--- config.mk ---
export PLATFORM = sky130hd
export DESIGN_NAME = annexb_nal_unit_splitter
export DESIGN_NICKNAME = d
export VERILOG_FILES = /design/src/rtl/anbs_pkg.sv /design/src/rtl/anbs_front.sv /design/src/rtl/anbs_queue.sv /design/src/rtl/anbs_back.sv /design/src/rtl/annexb_nal_unit_splitter.sv
export SDC_FILE = /design/constraint.sdc
export NUM_CORES = 1
export LEC_CHECK = 0
export ABC_AREA = 0
export BUFFER_PORTS_ARGS = -buffer_cell sky130_fd_sc_hd__buf_2
export CAP_MARGIN = 20
export CELL_PAD_IN_SITES_DETAIL_PLACEMENT = 1
export CELL_PAD_IN_SITES_GLOBAL_PLACEMENT = 1
export CORE_MARGIN = 2
export CORE_UTILIZATION = 30
export CTS_CLUSTER_SIZE = 12
export DETAILED_ROUTE_END_ITERATION = 10
export PLACE_DENSITY_LB_ADDON = 0.1
export SLEW_MARGIN = 20
export SYNTH_ARGS = -nofsm -noshare
export SYNTH_HDL_FRONTEND = slang
export SYNTH_HIERARCHICAL = 1
export SYNTH_SLANG_ARGS = --single-unit
--- constraint.sdc ---
create_clock -name clk -period 16.44 [get_ports clk]
set_input_delay 3.288 -clock clk [delete_from_list [all_inputs] [get_ports clk]]
set_output_delay 3.288 -clock clk [all_outputs]
set_load 0.01 [all_outputs]
--- src/rtl/anbs_pkg.sv ---
// shared types and constants of the annex b nal unit splitter
package anbs_pkg;

	localparam int MaxResults = 5;
	localparam int CntW       = $clog2(MaxResults + 1);
	localparam int QDepth     = 4;
	localparam int QPtrW      = $clog2(QDepth);
	localparam int QCntW      = $clog2(QDepth + 1);

	localparam logic [7:0] ByteZero   = 8'h00;
	localparam logic [7:0] ByteOne    = 8'h01;
	localparam logic [4:0] NalTypeAud = 5'h09;
	localparam logic [1:0] ZeroRunMax = 2'd3;
	localparam logic [1:0] ZeroRunSc  = 2'd2;

	// one result item
	typedef struct packed {
		logic [7:0] unit_byte;
		logic [4:0] unit_type;
		logic       first_of_unit;
		logic       last_of_unit;
	} item_t;

	// all result items caused by one input byte
	typedef struct packed {
		logic [CntW-1:0]            count;
		item_t [MaxResults-1:0]     items;
	} batch_t;

	// front to queue
	typedef struct packed {
		logic   push;
		batch_t batch;
	} push_t;

	// queue to back
	typedef struct packed {
		logic   valid;
		batch_t head;
	} head_t;

endpackage

--- src/rtl/anbs_front.sv ---
// front part: start code scan, unit tracking and result batch build
module anbs_front (
	input  logic           clk,
	input  logic           arst_n,
	input  logic           in_valid,
	input  logic           in_full,
	input  logic [7:0]     stream_byte,
	input  logic           end_of_stream,
	input  logic           cfg_valid,
	input  logic           cfg_ready,
	input  logic           drop_delimiters,
	output anbs_pkg::push_t push_o
);
	import anbs_pkg::*;

	typedef struct packed {
		logic [1:0] zero_run;
		logic [7:0] held_byte;
		logic       held_valid;
		logic       in_unit;
		logic       header_pending;
		logic [4:0] current_type;
		logic       dropping;
		logic       first_pending;
	} state_t;

	typedef struct packed {
		state_t st;
		logic   emit;
		item_t  item;
	} step_t;

	state_t state_q;
	logic   drop_q;
	state_t st_n;
	batch_t batch;
	logic   accept;

	// push a byte into the unit, releasing the held one
	function automatic step_t do_commit(state_t s, logic [7:0] x, logic drop);
		step_t r;
		r.st   = s;
		r.emit = 1'b0;
		r.item = '0;
		if (s.in_unit) begin
			if (r.st.header_pending) begin
				r.st.current_type   = x[4:0];
				r.st.dropping       = drop && (x[4:0] == NalTypeAud);
				r.st.header_pending = 1'b0;
				r.st.first_pending  = !r.st.dropping;
			end
			if (!r.st.dropping) begin
				if (r.st.held_valid) begin
					r.emit = 1'b1;
					r.item = '{unit_byte: r.st.held_byte, unit_type: r.st.current_type,
						first_of_unit: r.st.first_pending, last_of_unit: 1'b0};
					r.st.first_pending = 1'b0;
				end
				r.st.held_byte  = x;
				r.st.held_valid = 1'b1;
			end
		end
		return r;
	endfunction

	// give out the held byte as the unit's final byte
	function automatic step_t do_release(state_t s);
		step_t r;
		r.st   = s;
		r.emit = 1'b0;
		r.item = '0;
		if (s.held_valid) begin
			r.emit = 1'b1;
			r.item = '{unit_byte: s.held_byte, unit_type: s.current_type,
				first_of_unit: s.first_pending, last_of_unit: 1'b1};
			r.st.first_pending = 1'b0;
			r.st.held_valid    = 1'b0;
		end
		return r;
	endfunction

	function automatic batch_t do_append(batch_t b, step_t r);
		batch_t o;
		o = b;
		if (r.emit) begin
			o.items[b.count] = r.item;
			o.count          = b.count + CntW'(1);
		end
		return o;
	endfunction

	always_comb begin
		state_t     s;
		step_t      r;
		logic [1:0] zr;
		s     = state_q;
		r     = '0;
		zr    = '0;
		batch = '0;
		if (stream_byte == ByteZero) begin
			if (s.zero_run != ZeroRunMax) begin
				s.zero_run = s.zero_run + 2'd1;
			end else begin
				r     = do_commit(s, ByteZero, drop_q);
				s     = r.st;
				batch = do_append(batch, r);
			end
		end else if (stream_byte == ByteOne && s.zero_run >= ZeroRunSc) begin
			r                = do_release(s);
			s                = r.st;
			batch            = do_append(batch, r);
			s.in_unit        = 1'b1;
			s.header_pending = 1'b1;
			s.dropping       = 1'b0;
			s.first_pending  = 1'b0;
			s.zero_run       = '0;
		end else begin
			// held zeros were not a start code: they belong to the unit
			zr = s.zero_run;
			for (int k = 0; k < 3; k++) begin
				if (2'(k) < zr) begin
					r     = do_commit(s, ByteZero, drop_q);
					s     = r.st;
					batch = do_append(batch, r);
				end
			end
			s.zero_run = '0;
			r     = do_commit(s, stream_byte, drop_q);
			s     = r.st;
			batch = do_append(batch, r);
		end
		if (end_of_stream) begin
			zr = s.zero_run;
			for (int k = 0; k < 3; k++) begin
				if (2'(k) < zr) begin
					r     = do_commit(s, ByteZero, drop_q);
					s     = r.st;
					batch = do_append(batch, r);
				end
			end
			s.zero_run = '0;
			r     = do_release(s);
			batch = do_append(batch, r);
			s     = '0;
		end
		st_n = s;
	end

	assign accept       = in_valid && !in_full;
	assign push_o.push  = accept && (batch.count != '0);
	assign push_o.batch = batch;

	always_ff @(posedge clk or negedge arst_n) begin
		if (!arst_n) begin
			state_q <= '0;
			drop_q  <= 1'b1;
		end else begin
			if (accept) begin
				state_q <= st_n;
			end
			if (cfg_valid && cfg_ready) begin
				drop_q <= drop_delimiters;
			end
		end
	end

endmodule

--- src/rtl/anbs_queue.sv ---
// short queue of result batches between front and back
module anbs_queue (
	input  logic            clk,
	input  logic            arst_n,
	input  anbs_pkg::push_t push_i,
	input  logic            pop,
	output anbs_pkg::head_t head_o,
	output logic            full
);
	import anbs_pkg::*;

	batch_t           mem_q [QDepth];
	logic [QPtrW-1:0] wr_ptr_q;
	logic [QPtrW-1:0] rd_ptr_q;
	logic [QCntW-1:0] count_q;

	assign full         = (count_q == QCntW'(QDepth));
	assign head_o.valid = (count_q != '0);
	assign head_o.head  = mem_q[rd_ptr_q];

	always_ff @(posedge clk) begin
		if (push_i.push) begin
			mem_q[wr_ptr_q] <= push_i.batch;
		end
	end

	always_ff @(posedge clk or negedge arst_n) begin
		if (!arst_n) begin
			wr_ptr_q <= '0;
			rd_ptr_q <= '0;
			count_q  <= '0;
		end else begin
			if (push_i.push) begin
				wr_ptr_q <= wr_ptr_q + QPtrW'(1);
			end
			if (pop) begin
				rd_ptr_q <= rd_ptr_q + QPtrW'(1);
			end
			if (push_i.push && !pop) begin
				count_q <= count_q + QCntW'(1);
			end else if (pop && !push_i.push) begin
				count_q <= count_q - QCntW'(1);
			end
		end
	end

	a_no_push_full: assert property (@(posedge clk) disable iff (!arst_n)
		push_i.push |-> !full) else $error("push into full queue");
	a_no_pop_empty: assert property (@(posedge clk) disable iff (!arst_n)
		pop |-> head_o.valid) else $error("pop from empty queue");
	a_count_range: assert property (@(posedge clk) disable iff (!arst_n)
		count_q <= QCntW'(QDepth)) else $error("queue count out of range");
	a_nonempty_batch: assert property (@(posedge clk) disable iff (!arst_n)
		push_i.push |-> (push_i.batch.count != '0 && push_i.batch.count <= CntW'(MaxResults)))
		else $error("bad batch size pushed");

endmodule

--- src/rtl/anbs_back.sv ---
// back part: hands out the items of each batch one per cycle while out_stall is low
module anbs_back (
	input  logic            clk,
	input  logic            arst_n,
	input  anbs_pkg::head_t head_i,
	output logic            pop,
	input  logic            out_stall,
	output logic            out_valid,
	output anbs_pkg::item_t item_o
);
	import anbs_pkg::*;

	logic [CntW-1:0] idx_q;
	logic            out_valid_q;
	item_t           item_q;
	logic            load;
	logic            last_item;

	assign load      = head_i.valid && (!out_valid_q || !out_stall);
	assign last_item = (idx_q == head_i.head.count - CntW'(1));
	assign pop       = load && last_item;
	assign out_valid = out_valid_q;
	assign item_o    = item_q;

	always_ff @(posedge clk or negedge arst_n) begin
		if (!arst_n) begin
			out_valid_q <= 1'b0;
			idx_q       <= '0;
		end else begin
			if (load) begin
				out_valid_q <= 1'b1;
				idx_q       <= last_item ? '0 : idx_q + CntW'(1);
			end else if (!out_stall) begin
				out_valid_q <= 1'b0;
			end
		end
	end

	always_ff @(posedge clk) begin
		if (load) begin
			item_q <= head_i.head.items[idx_q];
		end
	end

	a_idx_in_batch: assert property (@(posedge clk) disable iff (!arst_n)
		head_i.valid |-> idx_q < head_i.head.count) else $error("item index past batch");
	a_idx_idle_zero: assert property (@(posedge clk) disable iff (!arst_n)
		!head_i.valid |-> idx_q == '0) else $error("item index left over");

endmodule

--- src/rtl/annexb_nal_unit_splitter.sv ---
// top level of the annex b byte stream nal unit splitter
// usage:
//   input channel (in_valid / in_stall) takes one stream byte per transfer with an
//   end_of_stream mark on the last byte; output channel (out_valid / out_stall)
//   gives one nal unit byte per transfer with its unit type and first/last marks
//   config channel (cfg_valid / cfg_ready) writes drop_delimiters; always ready,
//   write it only while the block is idle
// path: a byte's batch is written into the queue at the input transfer edge, and
//   its first result then passes the back output register on its way to the output
// throughput: one input byte per cycle while the queue has room; the back side
//   hands out one item per cycle while out_stall is low, so the up to five items
//   that one byte can release (zeros that turned out not to be a start code, plus
//   end of stream) leave one by one; the four-entry batch queue absorbs such bursts
// in_stall rises only when the batch queue is full; it never waits on in_valid
// a stalled output keeps its item; the front keeps taking bytes until the queue fills
// reset: stream state clears (no open unit, bytes discarded until a start code),
//   queue empties, drop_delimiters returns to 1
// end of stream flushes held zeros and the held byte, then the stream state clears
module annexb_nal_unit_splitter (
	input  logic       clk,
	input  logic       arst_n,
	// byte stream in
	input  logic       in_valid,
	output logic       in_stall,
	input  logic [7:0] stream_byte,
	input  logic       end_of_stream,
	// nal unit bytes out
	output logic       out_valid,
	input  logic       out_stall,
	output logic [7:0] unit_byte,
	output logic [4:0] unit_type,
	output logic       first_of_unit,
	output logic       last_of_unit,
	// configuration write
	input  logic       cfg_valid,
	output logic       cfg_ready,
	input  logic       drop_delimiters
);
	import anbs_pkg::*;

	push_t push;
	head_t head;
	logic  q_full;
	logic  pop;
	item_t item;

	// register write is never held off: the channel is always ready
	assign cfg_ready = 1'b1;
	assign in_stall  = q_full;

	// front: start code detection and batch build per accepted byte
	anbs_front u_front (
		.clk            (clk),
		.arst_n         (arst_n),
		.in_valid       (in_valid),
		.in_full        (q_full),
		.stream_byte    (stream_byte),
		.end_of_stream  (end_of_stream),
		.cfg_valid      (cfg_valid),
		.cfg_ready      (cfg_ready),
		.drop_delimiters(drop_delimiters),
		.push_o         (push)
	);

	// decouples byte intake from item output
	anbs_queue u_queue (
		.clk   (clk),
		.arst_n(arst_n),
		.push_i(push),
		.pop   (pop),
		.head_o(head),
		.full  (q_full)
	);

	// back: one item per transfer from the head batch
	anbs_back u_back (
		.clk      (clk),
		.arst_n   (arst_n),
		.head_i   (head),
		.pop      (pop),
		.out_stall(out_stall),
		.out_valid(out_valid),
		.item_o   (item)
	);

	assign unit_byte     = item.unit_byte;
	assign unit_type     = item.unit_type;
	assign first_of_unit = item.first_of_unit;
	assign last_of_unit  = item.last_of_unit;

endmodule

# Word-level counts from Yosys, hierarchy flattened
# Memories as Yosys holds them, arrays and structs flattened.
# Index checks and enable logic that the tools add are counted.
# W data, S select, Z words.
[totals] mem_bits_ro=0 ff_bits=47 latch_bits=0 out_inout_bits=18 n_memories=1 ram_bits=312
[op_classes] eq_ne=6 n_reduce_logical=26 order_cmp=22 n_mul=0 n_bitwise=0 div_mod_pow=0 addsub=14 shift=0 muxes=179
[mem_list] name="u_queue.mem_q" depth=4 width=78 rd=1 rd_ports_with_merged_regs=0 write_ports=1 line="anbs_queue.sv:12" source="batch_t mem_q [QDepth];"
[ops] operator="$mux W78" n=26
[ops] operator="$mux W24" n=27
[ops] operator="$bwmux W75" n=7
[ops] operator="$demux W15 S3" n=7
[ops] operator="$mux W18" n=17
[ops] operator="$mux W17" n=16
[ops] operator="$mux W8" n=26
[ops] operator="$mux W15" n=11
[ops] operator="$mux W9" n=16
[ops] operator="$mux W16" n=5
[ops] operator="$mux W7" n=7
[ops] operator="$bmux W15 S3" n=1
[ops] operator="$mux W20" n=2
[ops] operator="$lt A3 B4 Y1 const B" n=8
[ops] operator="$add A3 B1 Y3 const B" n=9
[ops] operator="$ge A3 B1 Y1 const B" n=7
[ops] operator="$logic_and A1 B1 Y1" n=15
[ops] operator="$mux W3" n=3
[ops] operator="$eq A8 B1 Y1 const B" n=1
[ops] operator="$logic_not A8 Y1" n=1
[ops] operator="$lt A1 B2 Y1 const A" n=4
[ops] operator="$mux W1" n=7
[ops] operator="$add A2 B1 Y2 const B" n=3
[ops] operator="$logic_not A1 Y1" n=6
[ops] operator="12 further kinds" n=15

# Logic depth before layout (Yosys ltp)
[depth] ltp_word=101 depth_mapped=36 ltp_nobuf=35

# By module
# The synthesis kept the hierarchy.
[by_module_without_submodules] mod="anbs_queue" cells_each=442 instances=1 area_per_inst_um2=11736.3
[by_module_without_submodules] mod="anbs_front" cells_each=563 instances=1 area_per_inst_um2=3661.0
[by_module_without_submodules] mod="anbs_back" cells_each=106 instances=1 area_per_inst_um2=1347.5
[by_module_without_submodules] mod="annexb_nal_unit_splitter" cells_each=2 instances=1 area_per_inst_um2=11.3

# Least setup slack after synthesis
# OpenSTA, ideal clock, no wires.
[synth_timing] path_type="in2reg" startpoint="input port stream_byte[3]" endpoint="memory u_queue/mem_q[0][0] (netlist name) (enable)" arrival_ns=9.485 cell_stages=22 setup_time_ns=0.445 setup_slack_ns=6.510 required_time_ns=15.995 n_path_buf=2 path_cell_list="or4_1 -> buf_2 -> or3_4 -> o22a_1 -> a211o_1 -> a211o_1 -> and2_1 -> buf_2 -> inv_1 -> ha_1 -> nor3_1 -> a31oi_1 -> ha_1 -> mux2i_1 -> inv_1 -> ha_1 -> nand2_1 -> xor2_1 -> nand2_1 -> o21ai_0 -> o311a_1 -> and2_1"
[synth_lines] element="from (decl)" line="annexb_nal_unit_splitter.sv:25" source="input logic [7:0] stream_byte,"
[synth_lines] element="to (decl)" line="anbs_queue.sv:12"

==> impl_metrics.csv <==
group,metric,value,unit
setup_path,reg2reg_depth,29,
grt,grt_usage,0.1741,
detailed_routing,via_per_inst,5.138,
clock_tree,h-tree-depth,2,
setup_path,cp_num_cells,23,
synth,synthesis.instances,1113,
power,power.share.clock,0.354,
grt,gr-total-overflow,0,
detailed_routing,drc,0,
sta,tightest_slew,1.037,ns
clock_tree,cts.path.max_buffers,3,
placed_design,place_hpwl,32790,um
floorplan,core,0.05520,mm2
detailed_routing,ant_nets,0,
floorplan,core.rowCount,86,
synth,synth_area_leaders,"edfxtp_1 (59%), mux4_2 (12%), dfrtp_1 (4.6%), nand2_1 (2.4%), nor2_1 (1.9%)",
placed_design,io_buffers,31,
power,internal_power,1.933,mW
floorplan,fp.dieW,240.3,um
power,power_frac_comb,0.222,
min_path,hold_path_depth,1,
setup_path,start_kind,"primary input",
sta,rsz0062_at_grt,"no",
min_path,hold_path_class,"register to register",
setup_path,arrival,10.16,ns
placed_design,routabilityCongestion,0.8398,
floorplan,num_io_pins,33,
detailed_routing,num_vias,9937,
setup_path,crit_family,"simple AND/OR/NAND/NOR gates",
setup_path,r2r-start,"u_front/state_q[7]",
synth,synth_edf_count,327,
sta,drv_slew,0,
setup_path,cp_common_cell,"ha_1",
setup_path,criticalPathCategory,"primary input to register",
synth,syn_avg_cell_area,15.05,um2
detailed_routing,drtIter0Drc,614,
setup_path,startpoint,"stream_byte[3]",
clock_tree,cts.repair.resized,0,
power,seqPwrFrac,0.424,
layout,drive_gt1_frac,0.2057,
sta,setup_viol,0,
synth,synthFlopType,"edfxtp_1",
sta,setup_slack,6.468,ns
layout,n_antenna_cell,0,
sta,period_share,0.6066,
synth,synth_warnings,6,
run_status,outcome,"complete, no violations",
sta,period_needed,9.972,ns
synth,synth_area_leader_cell,"edfxtp_1",
floorplan,die_y,240.3,um
detailed_routing,wire_per_inst,25.23,um
layout,fillers,5711,
clock_tree,cts_tree,"built",
synth,synth-seq-cells,359,
layout,final_util,0.3451,
setup_path,worst-path-max-fanout,51,
synth,synth_top_area_frac,0.5860,
sta,final.setup.tns,0,ns
clock_tree,cts_root_buf,"clkbuf_16",
clock_tree,clk_pin_slew_worst_paths,0.05,ns
sta,fin_skew,0.01573,ns
setup_path,endpoint_kind,"register",
grt,grt_pass1_wl,73340,um
power,max-vdd-ir-drop,0.06369,mV
clock_tree,clock_latency,0.57,ns
grt,grt_pass1_vias,10639,
job,cap_violations,0,
setup_path,crit_buf_inv,5,
setup_path,cp.required,16.63,ns
synth,async_flop_share,0.08914,
placed_design,pre_cts_slack,5.839,ns
setup_path,rrSetupSlack,6.94,ns
layout,nets,1186,
layout,area_growth,13.68,%
sta,hold_viol_final,0,
grt,grt_max_degree,64,
setup_path,slowest_stage,"buf_4",
setup_path,regToRegEndpoint,"u_queue/mem_q[3][32]",
detailed_routing,wl,48790,um
setup_path,path_cells,"buf_2 -> nor4_1 -> nand2_1 -> nor2_1 -> buf_4 -> a211o_1 -> inv_1 -> ha_1 -> and3_1 -> o2111ai_1 -> nand2_1 -> ha_1 -> nor3_1 -> a31oi_1 -> ha_1 -> mux2i_1 -> inv_1 -> ha_1 -> o21ai_0 -> o22ai_1 -> o311a_1 -> and2_4 -> buf_4",
power,p_leak,6.513,nW
synth,ys_types,89,
floorplan,dieArea,0.05776,mm2
clock_tree,cts_num_sinks,359,
floorplan,start_util,0.3035,
clock_tree,cts_hold_buffers,0,
sta,timing.hold.ws,0.4838,ns
sta,timing.slew.headroom,0.3085,
min_path,hold_path_startpoint,"u_queue/count_q[2]",
detailed_routing,dr.pass1.iters,4,
power,swShare,0.2821,
grt,antenna_found_initial,2,
clock_tree,cts_setup_buffers,0,
sta,clock.fmax,100.3,MHz
setup_path,max_stage_delay,0.76,ns
power,p_per_area,141.4,mW/mm2
synth,seq_area_frac_synth,0.6339,
power,power.switching,0.7598,mW
clock_tree,numCtsBuffers,44,
setup_path,critPathCapture,"u_queue/mem_q[3][32]",
synth,syn_area,0.01676,mm2
==> logic make-up after synthesis <==
kind of cell    Yosys count  synth area share
buf+inv                  99           0.03398
simple gates            300           0.08557
mux                     109            0.1358
xor+xnor                 16          0.009708
compound gates          209           0.08617
flops                   359            0.6339
fa+ha+maj                19           0.01449
other cells               2         0.0004482
==> power by group through the flow <==
stage	Combinational (mW)	Sequential, mW	Clock, mW
global placement	0.622	1.16	0
floorplan	0.514	1.12	0
finish	0.597	1.14	0.953
CTS	0.621	1.15	0.985
global route	0.658	1.15	1.02
detailed placement	0.620	1.17	0
==> final cells by class <==
class / instances / area, um2 / area share
flip-flops and latches: 359 / 10630 / 0.5581
multi-input cells: 656 / 5579 / 0.2929
clock buffers: 55 / 1204 / 0.06319
well taps: 748 / 935.9 / 0.04913
repair buffers: 53 / 320.3 / 0.01682
clock inverters: 24 / 232.7 / 0.01222
inverters: 39 / 146.4 / 0.007685
==> flip-flops by register name, summed over array words and instances, names as in the netlist <==
signal	count
u_back/idx_q	3
u_back/item_o	15
u_back/out_valid	1
u_front/drop_q	1
u_front/state_q	20
u_queue/count_q	3
u_queue/mem_q	312
u_queue/rd_ptr_q	2
u_queue/wr_ptr_q	2
==> how the worst min path moves through the flow <==
stage	to
6_report	u_queue/count_q[2]
5_1_grt	u_queue/count_q[2]
4_1_cts	u_queue/count_q[2]
3_5_place_dp	u_queue/count_q[2]
3_3_place_gp	u_queue/count_q[2]
2_1_floorplan	u_queue/count_q[2]
==> metrics by stage <==
| step | std cells | power (mW) | instance area [um2] |
|---|---|---|---|
| 6_report | 1934 | 2.693 | 19050 |
| 3_3_place_gp | 1855 | 1.786 | 17610 |
| 5_1_grt | 1934 | 2.832 | 19050 |
| 4_1_cts | 1934 | 2.753 | 19050 |
| 3_5_place_dp | 1855 | 1.786 | 17610 |
| 2_1_floorplan | 1114 | 1.633 | 16760 |
==> cell usage in the layout, fill, tap and decap left out, types with 5 or more instances in the layout <==
master / n
a211o_1: 5
a21o_1: 9
a21oi_1: 39
a22o_1: 9
a22oi_1: 17
a31oi_1: 9
and2_1: 8
and2_4: 5
and3_1: 9
buf_2: 31
buf_4: 22
clkbuf_1: 6
clkbuf_16: 45
clkinv_1: 8
clkinv_2: 7
dfrtp_1: 28
edfxtp_1: 327
ha_1: 17
inv_1: 38
mux2i_1: 12
mux4_2: 89
nand2_1: 109
nand2b_1: 10
nand3_1: 12
nand4_1: 5
nor2_1: 87
nor2b_1: 9
nor3_1: 15
o21ai_0: 47
o21ai_1: 5
o22ai_1: 7
o2bb2ai_1: 8
or2_2: 5
xnor2_1: 8
xor2_1: 6
==> synthesized netlist by cell type, drive strengths merged (5+ instances only) <==
cell	instances
a21oi	41
xor2	6
or3	6
nor2b	9
o21ai	53
nand4	5
a22o	9
a31oi	9
and3	9
nor4b	6
or2	6
and2	14
a211o	5
mux2i	12
a21o	9
nand2b	10
clkbuf	28
buf	32
inv	39
o2bb2ai	8
ha	17
nand3	12
edfxtp	327
nor3	15
dfrtp	31
nor2	87
o22ai	7
xnor2	9
a22oi	17
mux4	93
nand2	109
==> metal layers <==
| layer | up-vias | track usage | routed length (um) |
|---|---|---|---|
| li1 | 4452 | - | - |
| met1 | 5186 | 0.2467 | 22940 |
| met2 | 226 | 0.2763 | 22630 |
| met3 | 73 | 0.03031 | 2197 |
| met4 | 0 | 0.04517 | 1018 |
| met5 | - | 0 | 0 |
Note: power is estimated with default switching activity, not from simulation.
